==> config.mk <==
export PLATFORM = sky130hd
export DESIGN_NAME = optical_frame_receiver
export DESIGN_NICKNAME = d
export VERILOG_FILES = /design/src/rtl/core/ofr_pkg.sv /design/src/rtl/core/optical_frame_receiver.sv /design/src/rtl/core/ofr_core.sv
export SDC_FILE = /design/constraint.sdc
export NUM_CORES = 1
export LEC_CHECK = 0
export CAP_MARGIN = 0
export CORE_UTILIZATION = 35
export DETAILED_ROUTE_END_ITERATION = 10
export DONT_BUFFER_PORTS = 1
export GPL_ROUTABILITY_DRIVEN = 1
export PLACE_DENSITY = 0.51
export SLEW_MARGIN = 0
export SYNTH_ARGS = -nofsm -noshare
export SYNTH_HDL_FRONTEND = slang
export SYNTH_SLANG_ARGS = --single-unit
==> constraint.sdc <==
create_clock -name clk -period 3.98 [get_ports clk]
set_input_delay 0 -clock clk [delete_from_list [all_inputs] [get_ports clk]]
set_output_delay 0 -clock clk [all_outputs]
set_load 0.005 [all_outputs]
==> src/rtl/core/ofr_pkg.sv <==
// ----------------------------------------------------------------------------
// Optical frame receiver package
// Shared types, register indexes, reset values and status codes.
// ----------------------------------------------------------------------------
package ofr_pkg;

  localparam int DATA_BITS_DEF = 4;

  localparam int CFG_IDX_W  = 3;
  localparam int CFG_DATA_W = 16;

  localparam logic [CFG_IDX_W-1:0] REG_LIT_LIMIT       = 3'd0;
  localparam logic [CFG_IDX_W-1:0] REG_SAMPLE_INTERVAL = 3'd1;
  localparam logic [CFG_IDX_W-1:0] REG_BIT_PERIOD      = 3'd2;
  localparam logic [CFG_IDX_W-1:0] REG_PREAMBLE_LENGTH = 3'd3;
  localparam logic [CFG_IDX_W-1:0] REG_IDLE_TIMEOUT    = 3'd4;

  localparam logic [11:0] LIT_LIMIT_RST       = 12'd250;
  localparam logic [7:0]  SAMPLE_INTERVAL_RST = 8'd10;
  localparam logic [9:0]  BIT_PERIOD_RST      = 10'd100;
  localparam logic [15:0] PREAMBLE_LENGTH_RST = 16'd500;
  localparam logic [15:0] IDLE_TIMEOUT_RST    = 16'd750;

  localparam logic [1:0] ST_NONE    = 2'd0;
  localparam logic [1:0] ST_FRAME   = 2'd1;
  localparam logic [1:0] ST_NO_STOP = 2'd2;
  localparam logic [1:0] ST_TIMEOUT = 2'd3;

  typedef struct packed {
    logic [11:0] lit_limit;
    logic [7:0]  sample_interval;
    logic [9:0]  bit_period;
    logic [15:0] preamble_length;
    logic [15:0] idle_timeout;
  } cfg_t;

  typedef struct packed {
    logic [1:0] status;
    logic [3:0] frame_id;
  } res_t;

endpackage

==> src/rtl/core/optical_frame_receiver.sv <==
// ----------------------------------------------------------------------------
// Optical frame receiver
// Recovers short frames from one light-sensor sample per tick.
//
//   Channel   Handshake               Payload
//   input     in_valid / in_ready     sensor_sample
//   result    out_valid / out_ready   status, frame_id
//   config    cfg_valid / cfg_ready   cfg_index, cfg_data
//
// Each request passes an input register and then a result register.
// One request is accepted per cycle while results are taken.
// A stalled result holds the result register and then the input register.
// Reset restores the register defaults and clears all receive state.
// Configuration writes complete in the cycle they are presented.
// ----------------------------------------------------------------------------
module optical_frame_receiver import ofr_pkg::*; #(
  parameter int DATA_BITS = DATA_BITS_DEF
) (
  input  logic                  clk,
  input  logic                  rst,
  input  logic                  in_valid,
  output logic                  in_ready,
  input  logic [11:0]           sensor_sample,
  output logic                  out_valid,
  input  logic                  out_ready,
  output logic [1:0]            status,
  output logic [3:0]            frame_id,
  input  logic                  cfg_valid,
  output logic                  cfg_ready,
  input  logic [CFG_IDX_W-1:0]  cfg_index,
  input  logic [CFG_DATA_W-1:0] cfg_data
);

  cfg_t        cfg;
  res_t        res;
  logic        s1_valid;
  logic [11:0] s1_sample;
  logic        advance;

  assign cfg_ready = 1'b1;
  assign advance   = s1_valid && (!out_valid || out_ready);
  assign in_ready  = !s1_valid || advance;

  always_ff @(posedge clk) begin
    if (rst) begin
      cfg.lit_limit       <= LIT_LIMIT_RST;
      cfg.sample_interval <= SAMPLE_INTERVAL_RST;
      cfg.bit_period      <= BIT_PERIOD_RST;
      cfg.preamble_length <= PREAMBLE_LENGTH_RST;
      cfg.idle_timeout    <= IDLE_TIMEOUT_RST;
    end else if (cfg_valid && cfg_ready) begin
      unique case (cfg_index)
        REG_LIT_LIMIT:       cfg.lit_limit       <= cfg_data[11:0];
        REG_SAMPLE_INTERVAL: cfg.sample_interval <= cfg_data[7:0];
        REG_BIT_PERIOD:      cfg.bit_period      <= cfg_data[9:0];
        REG_PREAMBLE_LENGTH: cfg.preamble_length <= cfg_data;
        REG_IDLE_TIMEOUT:    cfg.idle_timeout    <= cfg_data;
        default: ;
      endcase
    end
  end

  always_ff @(posedge clk) begin
    if (rst) begin
      s1_valid <= 1'b0;
    end else if (in_ready) begin
      s1_valid <= in_valid;
    end
  end

  always_ff @(posedge clk) begin
    if (in_valid && in_ready) begin
      s1_sample <= sensor_sample;
    end
  end

  ofr_core #(
    .DATA_BITS(DATA_BITS)
  ) u_core (
    .clk    (clk),
    .rst    (rst),
    .cfg    (cfg),
    .step   (advance),
    .sample (s1_sample),
    .res    (res)
  );

  always_ff @(posedge clk) begin
    if (rst) begin
      out_valid <= 1'b0;
    end else if (advance) begin
      out_valid <= 1'b1;
    end else if (out_ready) begin
      out_valid <= 1'b0;
    end
  end

  always_ff @(posedge clk) begin
    if (advance) begin
      status   <= res.status;
      frame_id <= res.frame_id;
    end
  end

`ifndef SYNTHESIS
  a_reset_empty: assert property (@(posedge clk)
    rst |=> !out_valid && !s1_valid)
    else $error("pipeline not empty after reset");

  a_input_hold: assert property (@(posedge clk) disable iff (rst)
    s1_valid && !advance |=> s1_valid && $stable(s1_sample))
    else $error("stalled input register lost its request");

  a_id_only_frame: assert property (@(posedge clk) disable iff (rst)
    out_valid && status != ST_FRAME |-> frame_id == 4'd0)
    else $error("frame id set without a valid frame");

  a_result_follows: assert property (@(posedge clk) disable iff (rst)
    advance |=> out_valid)
    else $error("processed request produced no result");
`endif

endmodule

==> src/rtl/core/ofr_core.sv <==
// ----------------------------------------------------------------------------
// Optical frame receiver core
// Holds the receive state and decodes one sensor sample per step.
// ----------------------------------------------------------------------------
module ofr_core import ofr_pkg::*; #(
  parameter int DATA_BITS = DATA_BITS_DEF
) (
  input  logic        clk,
  input  logic        rst,
  input  cfg_t        cfg,
  input  logic        step,
  input  logic [11:0] sample,
  output res_t        res
);

  localparam int BitCntW = $clog2(DATA_BITS + 1);

  logic                 rx_mode, rx_mode_next;
  logic [7:0]           sample_phase, sample_phase_next;
  logic [9:0]           bit_phase, bit_phase_next;
  logic [9:0]           sync_phase, sync_phase_next;
  logic [15:0]          dark_time, dark_time_next;
  logic [15:0]          bright_time, bright_time_next;
  logic [BitCntW-1:0]   bit_count, bit_count_next;
  logic [DATA_BITS-1:0] data_shift, data_shift_next;

  logic                 light;
  logic [16:0]          dark_sum;
  logic [16:0]          bright_sum;
  logic [15:0]          dark_sat;
  logic [15:0]          bright_sat;
  logic [8:0]           sample_inc;
  logic [10:0]          bit_inc;
  logic [DATA_BITS:0]   shifted;
  logic [DATA_BITS+3:0] id_ext;

  assign light      = sample < cfg.lit_limit;
  assign dark_sum   = {1'b0, dark_time} + {9'b0, cfg.sample_interval};
  assign bright_sum = {1'b0, bright_time} + {9'b0, cfg.sample_interval};
  assign dark_sat   = dark_sum[16] ? 16'hFFFF : dark_sum[15:0];
  assign bright_sat = bright_sum[16] ? 16'hFFFF : bright_sum[15:0];
  assign sample_inc = {1'b0, sample_phase} + 9'd1;
  assign bit_inc    = {1'b0, bit_phase} + 11'd1;
  assign shifted    = {data_shift, light};
  assign id_ext     = {4'b0, data_shift};

  always_comb begin
    rx_mode_next     = rx_mode;
    sync_phase_next  = sync_phase;
    dark_time_next   = dark_time;
    bright_time_next = bright_time;
    bit_count_next   = bit_count;
    data_shift_next  = data_shift;
    res.status       = ST_NONE;
    res.frame_id     = 4'd0;

    if (!rx_mode) begin
      if (sample_phase == 8'd0) begin
        priority if (light) begin
          bright_time_next = 16'd0;
          dark_time_next   = dark_sat;
        end else if (bright_time >= cfg.idle_timeout) begin
          bright_time_next = 16'd0;
          res.status       = ST_TIMEOUT;
        end else begin
          if (dark_time >= cfg.preamble_length) begin
            rx_mode_next = 1'b1;
          end
          dark_time_next   = 16'd0;
          bright_time_next = bright_sat;
          sync_phase_next  = bit_phase;
        end
      end
    end else if (bit_phase == sync_phase) begin
      if (bit_count == BitCntW'(DATA_BITS)) begin
        bit_count_next = '0;
        rx_mode_next   = 1'b0;
        dark_time_next = {6'b0, cfg.bit_period};
        if (light) begin
          res.status   = ST_FRAME;
          res.frame_id = id_ext[3:0];
        end else begin
          res.status = ST_NO_STOP;
        end
      end else begin
        data_shift_next = shifted[DATA_BITS-1:0];
        bit_count_next  = bit_count + BitCntW'(1);
      end
    end

    sample_phase_next = (sample_inc >= {1'b0, cfg.sample_interval}) ? 8'd0 : sample_inc[7:0];
    bit_phase_next    = (bit_inc >= {1'b0, cfg.bit_period}) ? 10'd0 : bit_inc[9:0];
  end

  always_ff @(posedge clk) begin
    if (rst) begin
      rx_mode      <= 1'b0;
      sample_phase <= 8'd0;
      bit_phase    <= 10'd0;
      sync_phase   <= 10'd0;
      dark_time    <= 16'd0;
      bright_time  <= 16'd0;
      bit_count    <= '0;
      data_shift   <= '0;
    end else if (step) begin
      rx_mode      <= rx_mode_next;
      sample_phase <= sample_phase_next;
      bit_phase    <= bit_phase_next;
      sync_phase   <= sync_phase_next;
      dark_time    <= dark_time_next;
      bright_time  <= bright_time_next;
      bit_count    <= bit_count_next;
      data_shift   <= data_shift_next;
    end
  end

`ifndef SYNTHESIS
  a_count_idle: assert property (@(posedge clk) disable iff (rst)
    !rx_mode |-> bit_count == '0)
    else $error("bit count not clear during preamble search");

  a_count_range: assert property (@(posedge clk) disable iff (rst)
    bit_count <= BitCntW'(DATA_BITS))
    else $error("bit count beyond stop bit");

  a_frame_exit: assert property (@(posedge clk) disable iff (rst)
    step && (res.status == ST_FRAME || res.status == ST_NO_STOP) |=> !rx_mode)
    else $error("receiver stayed in data mode after frame end");
`endif

endmodule

After elaboration in Yosys (flattened, before gate mapping)

Cells that the tools add are included.

Bits in latches: 0
Register bits: 150
Word-level logic and storage cells: 92
RAM bits: 0
Memories: 0
Memory bits (read-only): 0

Multiplexer cells: 30
Equality and inequality tests: 9
Bitwise logic cells: 4
Add/sub/neg operators: 5
Shift-type cells: 0
Reductions and logical operators: 21
Div/mod/pow operators: 0
Multipliers: 0
Magnitude comparators: 5

Operator list:

| kind                                           | count |
|---|---|
| two-way mux 16 bit                             | 10 |
| adder 16 x 8 -> 17 bit                         | 2 |
| >= comparator 16 bit                           | 2 |
| < comparator 12 bit                            | 1 |
| two-way mux 6 bit                              | 2 |
| adder 10 x 1 -> 11 bit (second input constant) | 1 |
| >= comparator 11 x 10 -> 1 bit                 | 1 |
| == test 10 bit                                 | 1 |
| two-way mux 10 bit                             | 1 |
| two-way mux 2 bit                              | 5 |
| AND reduction 2 bit                            | 5 |
| AND reduction 5 bit                            | 2 |
| adder 8 x 1 -> 9 bit (second input constant)   | 1 |
| >= comparator 9 x 8 -> 1 bit                   | 1 |
| two-way mux 1 bit                              | 9 |
| zero test 8 bit                                | 1 |
| two-way mux 8 bit                              | 1 |
| AND reduction 4 bit                            | 2 |
| == test 3 x 2 -> 1 bit (second input constant) | 2 |
| == test 3 bit (second input constant)          | 2 |
| AND reduction 3 bit                            | 2 |
| two-way mux 4 bit                              | 1 |
| != test 2 bit (second input constant)          | 2 |
| NOT 1 bit                                      | 4 |
| other kinds (9)                                | 13 |

Depth between registers and ports, before layout

Depth after elaboration: 6
Depth in mapped cells: 13

Cells and area by module

From an unflattened synthesis, not the netlist that was laid out.

Cell total of the unflattened synthesis: 971
Area total of the unflattened synthesis: 8789.7 sq um

Modules (own cells, without submodules):

| module                 | cells an instance | instances | area each (sq um) |
|---|---|---|---|
| ofr_core               | 705               | 1         | 5667.9 |
| optical_frame_receiver | 266               | 1         | 3121.7 |

Least setup slack after synthesis

Ideal clock, no wire load.

Kind: register to register
From: register u_core.bit_phase[0]
To: register u_core.bit_phase[2]
Slack: 1.063 ns
Library setup time: 0.070 ns
Data arrival time: 2.846 ns
Stages on the path, launching flop included: 14
Path buffers: 0
Cell sequence: dfxtp_1 > ha_1 > nand3_1 > nor2_1 > and3_1 > nor2b_1 > or2_2 > ha_1 > a21o_1 > a211o_1 > a31o_2 > a21oi_1 > o21ai_0 > a21oi_1

Word-level cells in the longest chain between the ends: 3

Ends and longest elaborated chain:

| element                        | line            | text |
|---|---|---|
| from (decl)                    | ofr_core.sv:20  | `logic [9:0] bit_phase, bit_phase_next;` |
| from (signal assigned)         | ofr_core.sv:108 | `bit_phase <= bit_phase_next;` |
| adder 10 x 1 -> 11 bit *       | ofr_core.sv:43  | `assign bit_inc = {1'b0, bit_phase} + 11'd1;` |
| >= comparator 11 x 10 -> 1 bit | ofr_core.sv:92  | `bit_phase_next = (bit_inc >= {1'b0, cfg.bit_period}) ? 10'd0 : bit_inc[9:0];` |
| two-way mux 10 bit *           | ofr_core.sv:92  |  |

Mark *: on every way between the ends. The rest lies on a longest branch, timed or not.
A chain may end at the register's enable or synchronous reset.

Worst setup path after layout

From: register u_core.bit_phase[0]
To: register u_core.bit_phase[5]

The elaborated chain is that of the path after synthesis.

==> flow_summary_export.csv <==
group,metric,value,unit
final_layout,stdcell_area,9460,µm²
synth,synthArstFlopShare,0,%
detailed_routing,drcViolationCount,0,
global_route,antenna_found_initial,1,
detailed_routing,wl_per_cell,16.1,µm
final_layout,seq_area,3180,µm²
timing,rsz0062_at_grt,"false",
pwr,power.density,377,nW/µm²
final_layout,fillers,2378,
synth,yosys_warnings,0,
hold_path,whs_path_depth,3,
synth,synthAdderAreaFrac,13.0,%
final_layout,area.growth.synth_to_final,15.3,%
placed_design,preCtsSetupSlack,609,ps
detailed_routing,vias,6685,
setup_path,cp_num_cells,13,
timing,fin_crit_sh,85.5,%
setup_path,critical_path_arrival,3750,ps
final_layout,layout.nets,1111,
synth,ys_types,63,
global_route,groute.usage.overall,18.6,%
setup_path,crit_type,"flip-flop to flip-flop",
timing,report.final.hold_viol_count,0,
timing,max_slew.worst_pin.slew,965,ps
cts,cts-root-buf,"clkbuf_16",
cts,ctsResizeCount,0,
timing,finalWorstSetupSlack,579,ps
timing,finalCriticalPeriod,3400,ps
synth,synthMuxAreaShare,2.94,%
cts,clockBufferDepth,2,
detailed_routing,drt-pass1-iter-count,5,
cts,cts_tree,"built",
timing,fin_skew,14.6,ps
die,die_x,155,µm
setup_path,cp_slowest_cell,"a21oi_1",
synth,syn-num-nets,1085,
pwr,p_leak,3.84,nW
timing,setup_viol,0,
die,die_h,155,µm
synth,synthXorXnorAreaFrac,3.09,%
global_route,grt_max_degree,95,
global_route,grt_pass1_wl,34500,µm
synth,synth_top_area_cell,"dfxtp_1",
synth,synth_edf_count,18,
placed_design,dp_hpwl,14900,µm
die,fp.dieArea,24100,µm²
placed_design,port_buffers,0,
synth,netlist.area_leader.share,32.2,%
die,io_pins,45,
synth,synth.area.top_cells,"dfxtp_1 (32%), ha_1 (12%), edfxtp_1 (6.6%), nand2_1 (6.0%), a21oi_1 (5.3%)",
synth,seq_area_frac_synth,38.8,%
synth,syn_area_per_cell,8.51,µm²
synth,synthCells,965,
setup_path,cp_cell_sequence,"ha_1 > nand3_1 > nor2_1 > and3_1 > nor2b_1 > or2_2 > ha_1 > a21o_1 > a211o_1 > a31o_2 > a21oi_1 > o21ai_0 > a21oi_1",
global_route,grt_remaining_overflow,0,
cts,insertion_delay,430,ps
cts,cts_buffers,17,
cts,holdBufCountCts,32,
setup_path,endpoint_kind,"flip-flop",
setup_path,cp_num_buf_inv,0,
cts,cts_sinks,150,
run_status,outcome,"completed",
placed_design,placed_area,8520,µm²
placed_design,dp.cells,1253,
synth,synth_top_family_by_area,"compound AO/OA/AOI/OAI gates",
synth,synth-seq-cells,150,
die,start_util,35.9,%
global_route,grt_pass1_vias,6413,
placed_design,gp_congestion,0.825,
detailed_routing,drt_iter0_markers,288,
detailed_routing,vias_per_cell,5.08,
synth,syn_area,8210,µm²
final_layout,drive_gt1_share,5.48,%
timing,fmax,0.294,GHz
die,rows,55,
synth,synth_compound_gate_area_share,19.0,%
setup_path,critical_path.top_delay_family,"compound AO/OA/AOI/OAI gates",
cts,clk_pin_slew,70,ps
timing,slew_violations,0,
setup_path,worstPathRequired,4330,ps
final_layout,antenna_cells,0,
timing,setup-tns-final,0,ps
synth,synthTopCellsByCount,"dfxtp_1 (132), nand2_1 (131), a21oi_1 (87)",
pwr,peakVddDrop,0.000267,V
timing,relSlewSlack,35.4,%
setup_path,critPathMaxFanout,7,
final_layout,fin_cells,1317,
cts,cts_max_level,4,
setup_path,critical_path.startpoint_type,"flip-flop",
synth,yosysMostFrequentCell,"dfxtp_1",
cts,cts_setup_buffers,0,
synth,yosys.area_share.simple,18.1,%
detailed_routing,routed_wl,21200,µm
die,core,22800,µm²
synth,synth-main-ff-cell,"dfxtp_1",
setup_path,critPathMaxStageDelay,480,ps
setup_path,r2r_cells,13,
detailed_routing,postRouteAntennaNets,0,
final_layout,multi_input_area,4610,µm²
job,drv_cap,0,
hold_path,hold_path_class,"input port to flip-flop",
layer usage:
metal	share of wire, %	wire length [µm]	vias up	track usage (%)
li1	-	-	3459	-
met4	1.6	348	2	5.93
met2	46	9790	105	30.4
met5	0.061	13	-	0
met3	3.1	653	23	3.45
met1	49	10400	3096	24.8
stage by stage:
stage	hold WS, ps	power [mW]	utilization (%)
floorplan	98.9	1.82	-
global placement	98.9	1.87	37.3
detailed placement	98.9	1.87	37.3
CTS	10.6	3.62	41.4
global route	37.3	3.71	41.4
finish	13.0	3.56	41.4
layout by cell type, fill, tap and decap left out, types with 4 or more instances in the layout:
cell type / synthesis / routed
dfxtp_1: 132 / 132
nand2_1: 131 / 131
a21oi_1: 87 / 87
ha_1: 82 / 82
nor2_1: 76 / 76
inv_1: 74 / 74
o21ai_0: 40 / 40
dlygate4sd3_1: 0 / 31
o211ai_1: 28 / 28
nand3_1: 25 / 25
mux2i_1: 23 / 23
nor3_1: 22 / 22
edfxtp_1: 18 / 18
nor2b_1: 17 / 17
xor2_1: 17 / 17
clkbuf_16: 0 / 17
xnor2_1: 12 / 12
a21o_1: 12 / 12
a211oi_1: 12 / 12
a22oi_1: 10 / 10
and3_1: 9 / 9
o21a_1: 9 / 9
a31oi_1: 9 / 9
nand2b_1: 8 / 8
or2_2: 7 / 7
and2_1: 7 / 7
nand4_1: 7 / 7
buf_4: 1 / 7
nor4_1: 6 / 6
o31ai_1: 6 / 6
clkinv_4: 0 / 5
o2111ai_1: 4 / 4
registers in the layout, summed over array words and instances (netlist names):
name                 count
u_core.data_shift        4
u_core.bright_time      16
status                   2
s1_valid                 1
u_core.sync_phase       10
out_valid                1
u_core.dark_time        16
cfg                     62
u_core.sample_phase      8
u_core.rx_mode           1
s1_sample               12
frame_id                 4
u_core.bit_count         3
u_core.bit_phase        10
area by class of cell:
type | count | share of cell area [%]
Clock buffer | 19 | 4.57
Clock inverter | 13 | 1.82
Inverter | 75 | 2.97
Multi-Input combinational cell | 708 | 48.7
Sequential cell | 150 | 33.6
Tap cell | 313 | 4.14
Timing Repair Buffer | 39 | 4.12
cells by family (layout without fill, tap and decap cells):
logic type | after synthesis | count (layout)
AND/OR/NAND/NOR | 326 | 326
AO/OA/AOI/OAI | 244 | 244
flip-flops | 150 | 150
buffers and inverters | 107 | 146
adder cells (fa/ha/maj) | 84 | 84
XOR/XNOR | 29 | 29
multiplexers | 24 | 24
other | 1 | 1
final timing paths:
check | start | to | slack [ps]
max | u_core.bit_phase[0] | u_core.bit_phase[5] | 580
min | rst | u_core.bright_time[13] | 10
max reg2reg | u_core.bit_phase[0] | u_core.bit_phase[5] | 580
min reg2reg | cfg[10] | cfg[10] | 460
where the power goes:
group / switching [mW] / internal (mW) / total [mW] / leakage, nW
Combinational: 0.177 / 0.116 / 0.293 / 2.31
Sequential: 0.0297 / 1.57 / 1.60 / 1.24
Clock: 0.678 / 0.996 / 1.67 / 0.292
Total: 0.885 / 2.68 / 3.56 / 3.84
worst register-to-register path, delay by kind of cell, from the launching register on:
| family | cells | cell delay, ps |
|---|---|---|
| AO/OA/AOI/OAI | 6 | 1500 |
| adder cells (fa/ha/maj) | 2 | 510 |
| flip-flops | 1 | 440 |
| AND/OR/NAND/NOR | 5 | 870 |
Power figures use the tool's default switching activity.
